<file path="config.mk">
export PLATFORM = sky130hd
export DESIGN_NAME = spi_master_bit_engine
export DESIGN_NICKNAME = d
export VERILOG_FILES = /design/src/design/spi_mbe_pkg.sv /design/src/design/spi_master_bit_engine.sv
export SDC_FILE = /design/constraint.sdc
export NUM_CORES = 1
export LEC_CHECK = 0
export BUFFER_PORTS_ARGS = -buffer_cell sky130_fd_sc_hd__buf_2
export CAP_MARGIN = 10
export CORE_AREA = 2 2 230 232
export DETAILED_ROUTE_END_ITERATION = 10
export DIE_AREA = 0 0 232 234
export PLACE_DENSITY = 0.45
export SLEW_MARGIN = 30
export SYNTH_ARGS = -nofsm -noshare
export SYNTH_HDL_FRONTEND = slang
export SYNTH_SLANG_ARGS = --single-unit
</file>
<file path="constraint.sdc">
create_clock -name clock -period 6.84 [get_ports clock]
set_clock_uncertainty 0.1 [all_clocks]
set_input_delay 0.342 -clock clock [delete_from_list [all_inputs] [get_ports clock]]
set_output_delay 0.342 -clock clock [all_outputs]
set_load 0.1 [all_outputs]
</file>
<file path="src/design/spi_mbe_pkg.sv">
// ----------------------------------------------------------------------------
// SPI master bit engine package
// Shared constants and codes for the tick-paced SPI mode 0 master.
// ----------------------------------------------------------------------------
package spi_mbe_pkg;

   // Byte slots in each store (a power of two, so the pointer wraps by itself)
   localparam int DEPTH    = 16;
   localparam int PTR_W    = $clog2(DEPTH);
   // Bits per byte on the wire
   localparam int BITS     = 8;
   localparam int BCNT_W   = $clog2(BITS + 1);
   localparam int BPOS_W   = (BITS > 1) ? $clog2(BITS) : 1;
   localparam int BYTE_W   = 8;

   // Register widths
   localparam int CNT_W     = 5;
   localparam int CSR_IDX_W = 2;
   localparam int CSR_DAT_W = 5;

   // Stream payload widths
   localparam int REQ_TDATA_W = 16;
   localparam int REQ_TUSER_W = 2;
   localparam int RSP_TDATA_W = 16;

   // Operation codes carried in req_tuser
   typedef enum logic [REQ_TUSER_W-1:0] {
      OP_TICK  = 2'd0,
      OP_WRITE = 2'd1,
      OP_START = 2'd2,
      OP_READ  = 2'd3
   } op_type;

   // Register indexes on the csr port
   localparam logic [CSR_IDX_W-1:0] CSR_BYTE_COUNT      = 2'd0;
   localparam logic [CSR_IDX_W-1:0] CSR_LAST_BYTE_FIRST = 2'd1;
   localparam logic [CSR_IDX_W-1:0] CSR_MSB_BIT_FIRST   = 2'd2;

   // Register reset values
   localparam logic [CNT_W-1:0] BYTE_COUNT_RST = 5'd16;

   // One captured request
   typedef struct packed {
      op_type             op;
      logic [PTR_W-1:0]   index;
      logic [BYTE_W-1:0]  data;
      logic               miso;
   } req_type;

   // One result item
   typedef struct packed {
      logic [BYTE_W-1:0]  read_data;
      logic               busy_res;
      logic               cs_n;
      logic               mosi;
      logic               sclk;
   } rsp_type;

endpackage

</file>
<file path="src/design/spi_master_bit_engine.sv">
// ----------------------------------------------------------------------------
// SPI master bit engine
// Tick-paced SPI mode 0 master with transmit and receive byte stores.
// ----------------------------------------------------------------------------
//  channel | direction | transfer when          | payload
//  req     | in        | req_tvalid&req_tready | tuser op, tdata index/data/miso
//  rsp     | out       | rsp_tvalid&rsp_tready | tdata pin levels, busy, read byte
//  csr     | in        | csr_valid&csr_ready   | csr_index, csr_data
//
//  One item per clock while rsp is not stalled; a taken request passes through
//  the input register, then the state update into the result register, before
//  its result is valid on rsp.
//  Synchronous active-high reset clears control state and the receive store;
//  the transmit store holds garbage until written.
//  A stalled rsp holds the pipe; req still takes an item while the input
//  register is free. csr is always ready.
// ----------------------------------------------------------------------------
module spi_master_bit_engine (
   input  logic                                  clock,
   input  logic                                  reset,
   // op [1:0]
   input  logic [spi_mbe_pkg::REQ_TUSER_W-1:0]   req_tuser,
   // index [3:0], data [11:4], miso [12], zero [15:13]
   input  logic [spi_mbe_pkg::REQ_TDATA_W-1:0]   req_tdata,
   input  logic                                  req_tvalid,
   output logic                                  req_tready,
   // sclk [0], mosi [1], cs_n [2], busy_res [3], read_data [11:4], zero [15:12]
   output logic [spi_mbe_pkg::RSP_TDATA_W-1:0]   rsp_tdata,
   output logic                                  rsp_tvalid,
   input  logic                                  rsp_tready,
   input  logic                                  csr_valid,
   output logic                                  csr_ready,
   input  logic [spi_mbe_pkg::CSR_IDX_W-1:0]     csr_index,
   input  logic [spi_mbe_pkg::CSR_DAT_W-1:0]     csr_data
);
   import spi_mbe_pkg::*;

   // Input stage
   req_type                 req_ff;
   logic                    req_valid_ff;
   logic                    advance;

   // Output stage
   rsp_type                 rsp_ff;
   rsp_type                 rsp_in;
   logic                    rsp_valid_ff;

   // Registers
   logic [CNT_W-1:0]        byte_count_ff;
   logic                    last_first_ff;
   logic                    msb_first_ff;

   // Engine state
   logic [BYTE_W-1:0]       tx_mem_ff [DEPTH];
   logic [BYTE_W-1:0]       rx_mem_ff [DEPTH];
   logic [BCNT_W-1:0]       bit_cnt_ff,  bit_cnt_in;
   logic [PTR_W-1:0]        ptr_ff,      ptr_in;
   logic                    active_ff,   active_in;
   logic                    clock_ff,    clock_in;
   logic                    mosi_ff,     mosi_in;
   logic                    select_ff,   select_in;

   // Derived values
   logic [PTR_W-1:0]        last_idx;
   logic [PTR_W-1:0]        end_slot;
   logic [BPOS_W-1:0]       bit_pos;
   logic                    clock_tgl;
   logic                    rx_we;

   // Handshakes
   assign advance    = req_valid_ff && (!rsp_valid_ff || rsp_tready);
   assign req_tready = !req_valid_ff || advance;
   assign csr_ready  = 1'b1;
   assign rsp_tvalid = rsp_valid_ff;
   assign rsp_tdata  = RSP_TDATA_W'(rsp_ff);

   // Capture the request
   always_ff @(posedge clock) begin
      if (reset) begin
         req_valid_ff <= 1'b0;
      end else if (req_tready) begin
         req_valid_ff <= req_tvalid;
      end
      if (req_tvalid && req_tready) begin
         req_ff.op    <= op_type'(req_tuser);
         req_ff.index <= req_tdata[PTR_W-1:0];
         req_ff.data  <= req_tdata[PTR_W +: BYTE_W];
         req_ff.miso  <= req_tdata[PTR_W + BYTE_W];
      end
   end

   // Register writes
   always_ff @(posedge clock) begin
      if (reset) begin
         byte_count_ff <= BYTE_COUNT_RST;
         last_first_ff <= 1'b0;
         msb_first_ff  <= 1'b1;
      end else if (csr_valid && csr_ready) begin
         case (csr_index)
            CSR_BYTE_COUNT:      byte_count_ff <= csr_data[CNT_W-1:0];
            CSR_LAST_BYTE_FIRST: last_first_ff <= csr_data[0];
            CSR_MSB_BIT_FIRST:   msb_first_ff  <= csr_data[0];
            default: ;
         endcase
      end
   end

   // Index of the last byte slot, with the count clamped to 1..DEPTH
   always_comb begin
      if (byte_count_ff == '0) begin
         last_idx = '0;
      end else if (byte_count_ff > CNT_W'(DEPTH)) begin
         last_idx = PTR_W'(DEPTH - 1);
      end else begin
         last_idx = PTR_W'(byte_count_ff - CNT_W'(1));
      end
   end

   assign end_slot  = last_first_ff ? '0 : last_idx;
   assign bit_pos   = msb_first_ff ? (BPOS_W'(BITS - 1) - bit_cnt_ff[BPOS_W-1:0])
                                   : bit_cnt_ff[BPOS_W-1:0];
   assign clock_tgl = (bit_cnt_ff != '0) ? !clock_ff : clock_ff;

   // Next engine state for the item in the input register
   always_comb begin
      bit_cnt_in = bit_cnt_ff;
      ptr_in     = ptr_ff;
      active_in  = active_ff;
      clock_in   = clock_ff;
      mosi_in    = mosi_ff;
      select_in  = select_ff;
      rx_we      = 1'b0;
      case (req_ff.op)
         OP_TICK: begin
            if (active_ff) begin
               clock_in = clock_tgl;
               if (!clock_tgl) begin
                  if (bit_cnt_ff >= BCNT_W'(BITS)) begin
                     // end of byte: idle MOSI high, step to the next slot
                     mosi_in    = 1'b1;
                     bit_cnt_in = '0;
                     if (ptr_ff == end_slot) begin
                        select_in = 1'b1;
                        active_in = 1'b0;
                     end
                     ptr_in = last_first_ff ? ptr_ff - PTR_W'(1) : ptr_ff + PTR_W'(1);
                  end else begin
                     // drive the next bit and store the sampled one
                     select_in  = 1'b0;
                     mosi_in    = tx_mem_ff[ptr_ff][bit_pos];
                     rx_we      = 1'b1;
                     bit_cnt_in = bit_cnt_ff + BCNT_W'(1);
                  end
               end
            end
         end
         OP_START: begin
            if (!active_ff) begin
               ptr_in    = last_first_ff ? last_idx : '0;
               active_in = 1'b1;
            end
         end
         default: ;
      endcase
   end

   // Form the result from the updated state
   always_comb begin
      rsp_in.sclk      = clock_in;
      rsp_in.mosi      = mosi_in;
      rsp_in.cs_n      = select_in;
      rsp_in.busy_res  = active_in;
      rsp_in.read_data = (req_ff.op == OP_READ) ? rx_mem_ff[req_ff.index] : '0;
   end

   // Engine state and result register
   always_ff @(posedge clock) begin
      if (reset) begin
         bit_cnt_ff   <= '0;
         ptr_ff       <= '0;
         active_ff    <= 1'b0;
         clock_ff     <= 1'b0;
         mosi_ff      <= 1'b1;
         select_ff    <= 1'b1;
         rsp_valid_ff <= 1'b0;
      end else begin
         if (advance) begin
            bit_cnt_ff   <= bit_cnt_in;
            ptr_ff       <= ptr_in;
            active_ff    <= active_in;
            clock_ff     <= clock_in;
            mosi_ff      <= mosi_in;
            select_ff    <= select_in;
            rsp_valid_ff <= 1'b1;
         end else if (rsp_tready) begin
            rsp_valid_ff <= 1'b0;
         end
      end
      if (advance) begin
         rsp_ff <= rsp_in;
      end
   end

   // Receive store: clear on reset, write one bit per driven bit
   always_ff @(posedge clock) begin
      if (reset) begin
         for (int i = 0; i < DEPTH; i++) begin
            rx_mem_ff[i] <= '0;
         end
      end else if (advance && rx_we) begin
         rx_mem_ff[ptr_ff][bit_pos] <= req_ff.miso;
      end
   end

   // Transmit store: written by write items only
   always_ff @(posedge clock) begin
      if (advance && (req_ff.op == OP_WRITE)) begin
         tx_mem_ff[req_ff.index] <= req_ff.data;
      end
   end

`ifndef ASSERT_OFF
   // Chip select is released whenever no transfer runs
   a_idle_deselect: assert property (@(posedge clock) disable iff (reset)
      !active_ff |-> select_ff)
      else $error("chip select low while idle");

   // The serial clock only rises inside a transfer
   a_clock_busy: assert property (@(posedge clock) disable iff (reset)
      clock_ff |-> active_ff)
      else $error("serial clock high while idle");

   // The serial clock is high only after a byte has begun
   a_clock_bits: assert property (@(posedge clock) disable iff (reset)
      clock_ff |-> (bit_cnt_ff != '0))
      else $error("serial clock high before first bit");

   // Bit counter never passes the byte length
   a_bit_range: assert property (@(posedge clock) disable iff (reset)
      bit_cnt_ff <= BCNT_W'(BITS))
      else $error("bit counter out of range");

   // An item waiting in the input register moves once the result slot frees up
   a_no_hold: assert property (@(posedge clock) disable iff (reset)
      (req_valid_ff && !rsp_valid_ff) |=> rsp_valid_ff)
      else $error("request not processed with result slot free");
`endif

endmodule
</file>
# Yosys cells after proc, flatten, opt, wreduce, memory -nomap -nowiden
# Memories as Yosys holds them, arrays and structs flattened. A register that Yosys moved wholly into a read port is not among the register bits.
# Cells that the tools add are included.
# W data, S select, Z words.
[word_totals]
register_bits = 40
ramBits = 256
in_bits = 30
wordCells = 115
n_memories = 2
[mem_list]
columns = ["name", "depth", "word_bits", "rd", "rd_clocked_by_memory_dff", "wr", "line", "text"]
rows = [
  ["rx_mem_ff", 16, 8, 1, 1, 16, "spi_master_bit_engine.sv:55", "logic [BYTE_W-1:0] rx_mem_ff [DEPTH];"],
  ["tx_mem_ff", 16, 8, 1, 1, 1, "spi_master_bit_engine.sv:54", "logic [BYTE_W-1:0] tx_mem_ff [DEPTH];"],
]
[classes]
add_sub_neg = 5
order_cmp = 4
n_eq_ne = 10
mux = 51
bitwise_logic = 1
reduce_logical = 23
[op_table]
columns = ["cell", "n"]
rows = [
  ["$mux W4", 13],
  ["$mux W1", 30],
  ["$mux W8", 3],
  ["$add A4 B1 Y4 const B", 2],
  ["$ne A2 B2 Y1 const B", 4],
  ["$pmux W4 S2", 1],
  ["$reduce_or A8 Y1", 1],
  ["$sub A4 B1 Y4 const B", 2],
  ["$eq A2 B2 Y1 const B", 3],
  ["$reduce_and A2 Y1", 3],
  ["$reduce_and A6 Y1", 1],
  ["$gt A5 B5 Y1 const B", 1],
  ["$logic_and A1 B1 Y1", 5],
  ["$logic_not A5 Y1", 1],
  ["$eq A2 B1 Y1 const B", 2],
  ["$eq A4 B4 Y1", 1],
  ["$ge A4 B4 Y1 const B", 1],
  ["$logic_not A1 Y1", 4],
  ["$logic_not A2 Y1", 2],
  ["$lt A3 B4 Y1 const B", 1],
  ["$reduce_and A4 Y1", 1],
  ["$reduce_bool A2 Y1", 2],
  ["$reduce_bool A4 Y1", 1],
  ["$bmux W1 S3", 1],
  ["7 further kinds", 8],
]

# Logic depth before layout (Yosys ltp)
[depth]
word_depth = 11
mapped_depth = 11

# Least setup slack after synthesis
# Ideal clock, no wire load.
[synth_timing]
kind = "reg2reg"
from = "reg rsp_valid_ff (netlist: rsp_tvalid)"
to = "mem tx_mem_ff[0][0], enable pin"
setup_time_ps = 383
arrival_ps = 2404
t_required_ps = 6357
path_slack_ps = 3952
stages_incl_launch_ff = 6
path_cell_list = "dfxtp_1 > nand2b_1 > nand2_1 > nor3_1 > or3b_2 > nor3_1"
[synth_between]
elab_chain_cells = 6
[synth_lines]
columns = ["element", "line", "text"]
rows = [
  ["from (decl)", "spi_master_bit_engine.sv:46", "logic rsp_valid_ff;"],
  ["from (signal assigned)", "spi_master_bit_engine.sv:185", "rsp_valid_ff <= 1'b0;"],
  ["from (signal assigned)", "spi_master_bit_engine.sv:194", "rsp_valid_ff <= 1'b1;"],
  ["from (signal assigned)", "spi_master_bit_engine.sv:196", "rsp_valid_ff <= 1'b0;"],
  ["$logic_not A1 Y1", "spi_master_bit_engine.sv:71", "assign advance = req_valid_ff && (!rsp_valid_ff || rsp_tready);"],
  ["$logic_or A1 B1 Y1", "spi_master_bit_engine.sv:71", ""],
  ["$logic_and A1 B1 Y1", "spi_master_bit_engine.sv:71", ""],
  ["$logic_and A1 B1 Y1", "spi_master_bit_engine.sv:217", "if (advance && (req_ff.op == OP_WRITE)) begin"],
  ["$mux W1", "spi_master_bit_engine.sv:217", ""],
  ["$mux W1 (implied by the code)", "spi_master_bit_engine.sv:218", "tx_mem_ff[req_ff.index] <= req_ff.data;"],
  ["to (decl)", "spi_master_bit_engine.sv:54", ""],
]
# Every way passes these cells.

==> results.cfg <==
[yosys]
synth_area_sq_um = 14400
netlist_instances = 1045
synth_top_cell_area_share_pct = 59.2
synth.avg_cell_area_sq_um = 13.7
synth_cell_types = 69
async_reset_ff_share_pct = 0
seq_area_frac_synth_pct = 62.7
synth_area_leaders = edfxtp_1, mux4_2, nor2_1, a21o_1, dfxtp_1
yosys_warnings = 0
synth_edf_count = 283
ys_ff_latch = 308
yosys.area.top_type = edfxtp_1
synth_ff_type = edfxtp_1

[worst_setup_path]
arrival_ns = 3.77
r2r_cells = 8
r2r-end = rx_mem_ff[5][5]
r2r-start = bit_cnt_ff[1]
crit_type = reg -> reg
ff2ff_setup_slack_ns = 3.22
worst_setup_path_end_kind = register
start_kind = register
required_ns = 6.99
path_max_fanout = 12

[timing]
slew_violations = 0
setup-violations-final = 0
relSlewSlack_pct = 32.9
timing.fmax_ghz = 0.276
setup_tns_ns = 0
rsz0062_at_grt = no
whs_ns = 0.131
hold_viol_final = 0
finalCriticalPeriod_ns = 3.62
fin_crit_sh_pct = 52.9
worst_slew_pin_slew_ns = 1.00

[detailed_routing]
dr_total_vias = 8619
antenna_left = 0
routedWlPerCell_um = 20.5
drc = 0
vias_per_cell = 4.82
first_iter_violations = 675
firstDrtPassIters = 5
routed_wl_um = 36600

[global_routing]
grt_use_met1_pct = 19.0
antenna_found_initial = 0
grt_pass1_wl_um = 56700
grt-ovfl-total = 0
grt_pass1_vias = 8954
top_usage_layer = met2
globalRouteMet2Util_pct = 22.8
use_met3_pct = 2.43
grt_use_total_pct = 14.0
grt_start_max_net_pins = 97

[clocking]
clkTransAtPathRegs_ns = 0.06
cts_buffers = 36
post_cts_buffers = 0
clkSinkCount = 308
htreeDepth = 2
hold_buffers = 22
root_buffer = clkbuf_16
cts_tree = done
post_cts_resized = 0
clk_latency_ns = 0.53
clk_path_buf_depth = 3

[floorplan]
initial_utilization_pct = 27.6
die_y_um = 234
rows = 84
die_area_sq_um = 54300
core_sq_um = 52000
top_level_ports = 49
die_w_um = 232

[min_path]
min_to = byte_count_ff[4]
hold_path.startpoint = csr_index[0]
hold_depth = 4
hold_class = in -> reg

[pwr]
pwr-share-clk_pct = 45.4
power.leakage_uw = 0.00575
design_power_total_uw = 4360
p_sw_uw = 942
p_int_uw = 3410
p_sw_share_pct = 21.6
power_frac_comb_pct = 5.8
irDropWorstVdd_mv = 0.204
p_per_area_nw_per_um2 = 262
power_frac_seq_pct = 48.8

[cells_and_area]
fill_cells = 5169
nNetsFinal = 1113
areaGrowthSynthToFinish_pct = 16.0
antenna_cells = 0
drive_gt1_share_pct = 19.8

[outcome]
status = finished, final reports clean

[placed_design]
dpl.hpwl_um = 23500
io_buffers = 40
place_congestion = 0.735

[job]
drv_cap = 0
==> power groups by stage <==
stage                     clock network, uW  logic [uW]  registers [uW]
after floorplan                           0         168            2170
after global placement                    0         244            2170
after detailed placement                  0         246            2170
after CTS                              2030         256            2130
after global routing                   2100         275            2130
final                                  1980         253            2130
==> cell usage in the layout (no fill, tap or decap), types with 13 or more instances in the layout <==
| cell | synthesis | final |
|---|---|---|
| edfxtp_1 | 283 | 283 |
| nor2_1 | 184 | 178 |
| a21o_1 | 89 | 89 |
| mux4_2 | 67 | 67 |
| nand2_1 | 56 | 56 |
| o21bai_1 | 41 | 41 |
| buf_2 | 27 | 39 |
| clkbuf_16 | 0 | 37 |
| dfxtp_1 | 25 | 23 |
| dlygate4sd3_1 | 0 | 22 |
| mux2i_1 | 20 | 20 |
| a21oi_1 | 14 | 13 |
| buf_4 | 9 | 13 |
==> logic make-up (layout without fill, tap and decap cells) <==
family	Yosys count	in the layout	share of synthesized area (%)
fa+ha+maj	9	9	0.801
other cells	2	5	0.0523
xor+xnor	8	8	0.488
simple gates	342	342	11.0
compound gates	187	187	9.65
mux	93	93	12.4
buf+inv	96	150	2.99
flops	308	308	62.7
==> synthesized netlist by cell type (5+ instances only) <==
cell      instances
edfxtp_1        283
nor2_1          184
a21o_1           89
mux4_2           67
nand2_1          56
clkbuf_1         43
o21bai_1         41
buf_2            27
dfxtp_1          25
mux2i_1          20
nor3_1           15
a21oi_1          14
and3_1           12
inv_1            12
nand2b_1         12
nand3_1          11
buf_4             9
nor2b_1           9
o21ai_0           9
mux2_2            6
nand3b_1          6
ha_1              5
nor4_1            5
o22ai_1           5
==> worst max-delay path, stage by stage (launching register included) <==
cell and delay, ns:
dfxtp_1 0.58, inv_1 0.18, ha_1 0.21, nor3b_2 0.17, xnor2_1 0.20, nor3_2 0.54, nand3_1 0.27, nor2_1 0.85
a21o_1 0.24
==> flip-flops by register name (all words and copies together) (netlist names), named ones only <==
signal / flops
select_ff: 1
bit_cnt_ff: 4
ptr_ff: 4
mosi_ff: 1
rx_mem_ff: 128
active_ff: 1
clock_ff: 1
rsp_tdata: 12
tx_mem_ff: 128
last_first_ff: 1
req_ff: 15
req_valid_ff: 1
msb_first_ff: 1
byte_count_ff: 5
rsp_tvalid: 1
==> area by class of cell <==
type	instances	area (sq um)	area share [%]
Clock buffer	45	956	5.74
Inverter	12	45.0	0.270
Timing Repair Buffer	75	524	3.15
Sequential cell	308	9000	54.0
Clock inverter	18	245	1.47
Tap cell	688	861	5.17
Multi-Input combinational cell	644	5020	30.2
==> layer usage <==
layer	up-vias	part of all wire [%]
li1	4010	-
met1	4388	46
met2	171	48
met3	50	3.8
met4	0	2.1
met5	-	0
==> how the worst max path moves through the flow <==
stage | to | slack (ns) | startpoint
after floorplan | tx_mem_ff[0][0] | 3.95 | rsp_tvalid
after global placement | rx_mem_ff[5][0] | 3.21 | bit_cnt_ff[1]
after detailed placement | rx_mem_ff[5][5] | 3.29 | bit_cnt_ff[1]
after CTS | rx_mem_ff[5][5] | 3.30 | bit_cnt_ff[1]
after global routing | rx_mem_ff[5][5] | 2.99 | bit_cnt_ff[1]
final | rx_mem_ff[5][5] | 3.22 | bit_cnt_ff[1]
==> through the flow <==
step / area (sq um) / setup slack (ns) / instances / util, %
after floorplan: 14400 / 3.95 / 1048 / -
after global placement: 15200 / 3.21 / 1705 / 29.2
after detailed placement: 15200 / 3.29 / 1705 / 29.2
after CTS: 16600 / 3.30 / 1790 / 32.0
after global routing: 16700 / 2.99 / 1790 / 32.0
final: 16700 / 3.22 / 1790 / 32.0
Power figures use the tool's default switching activity.
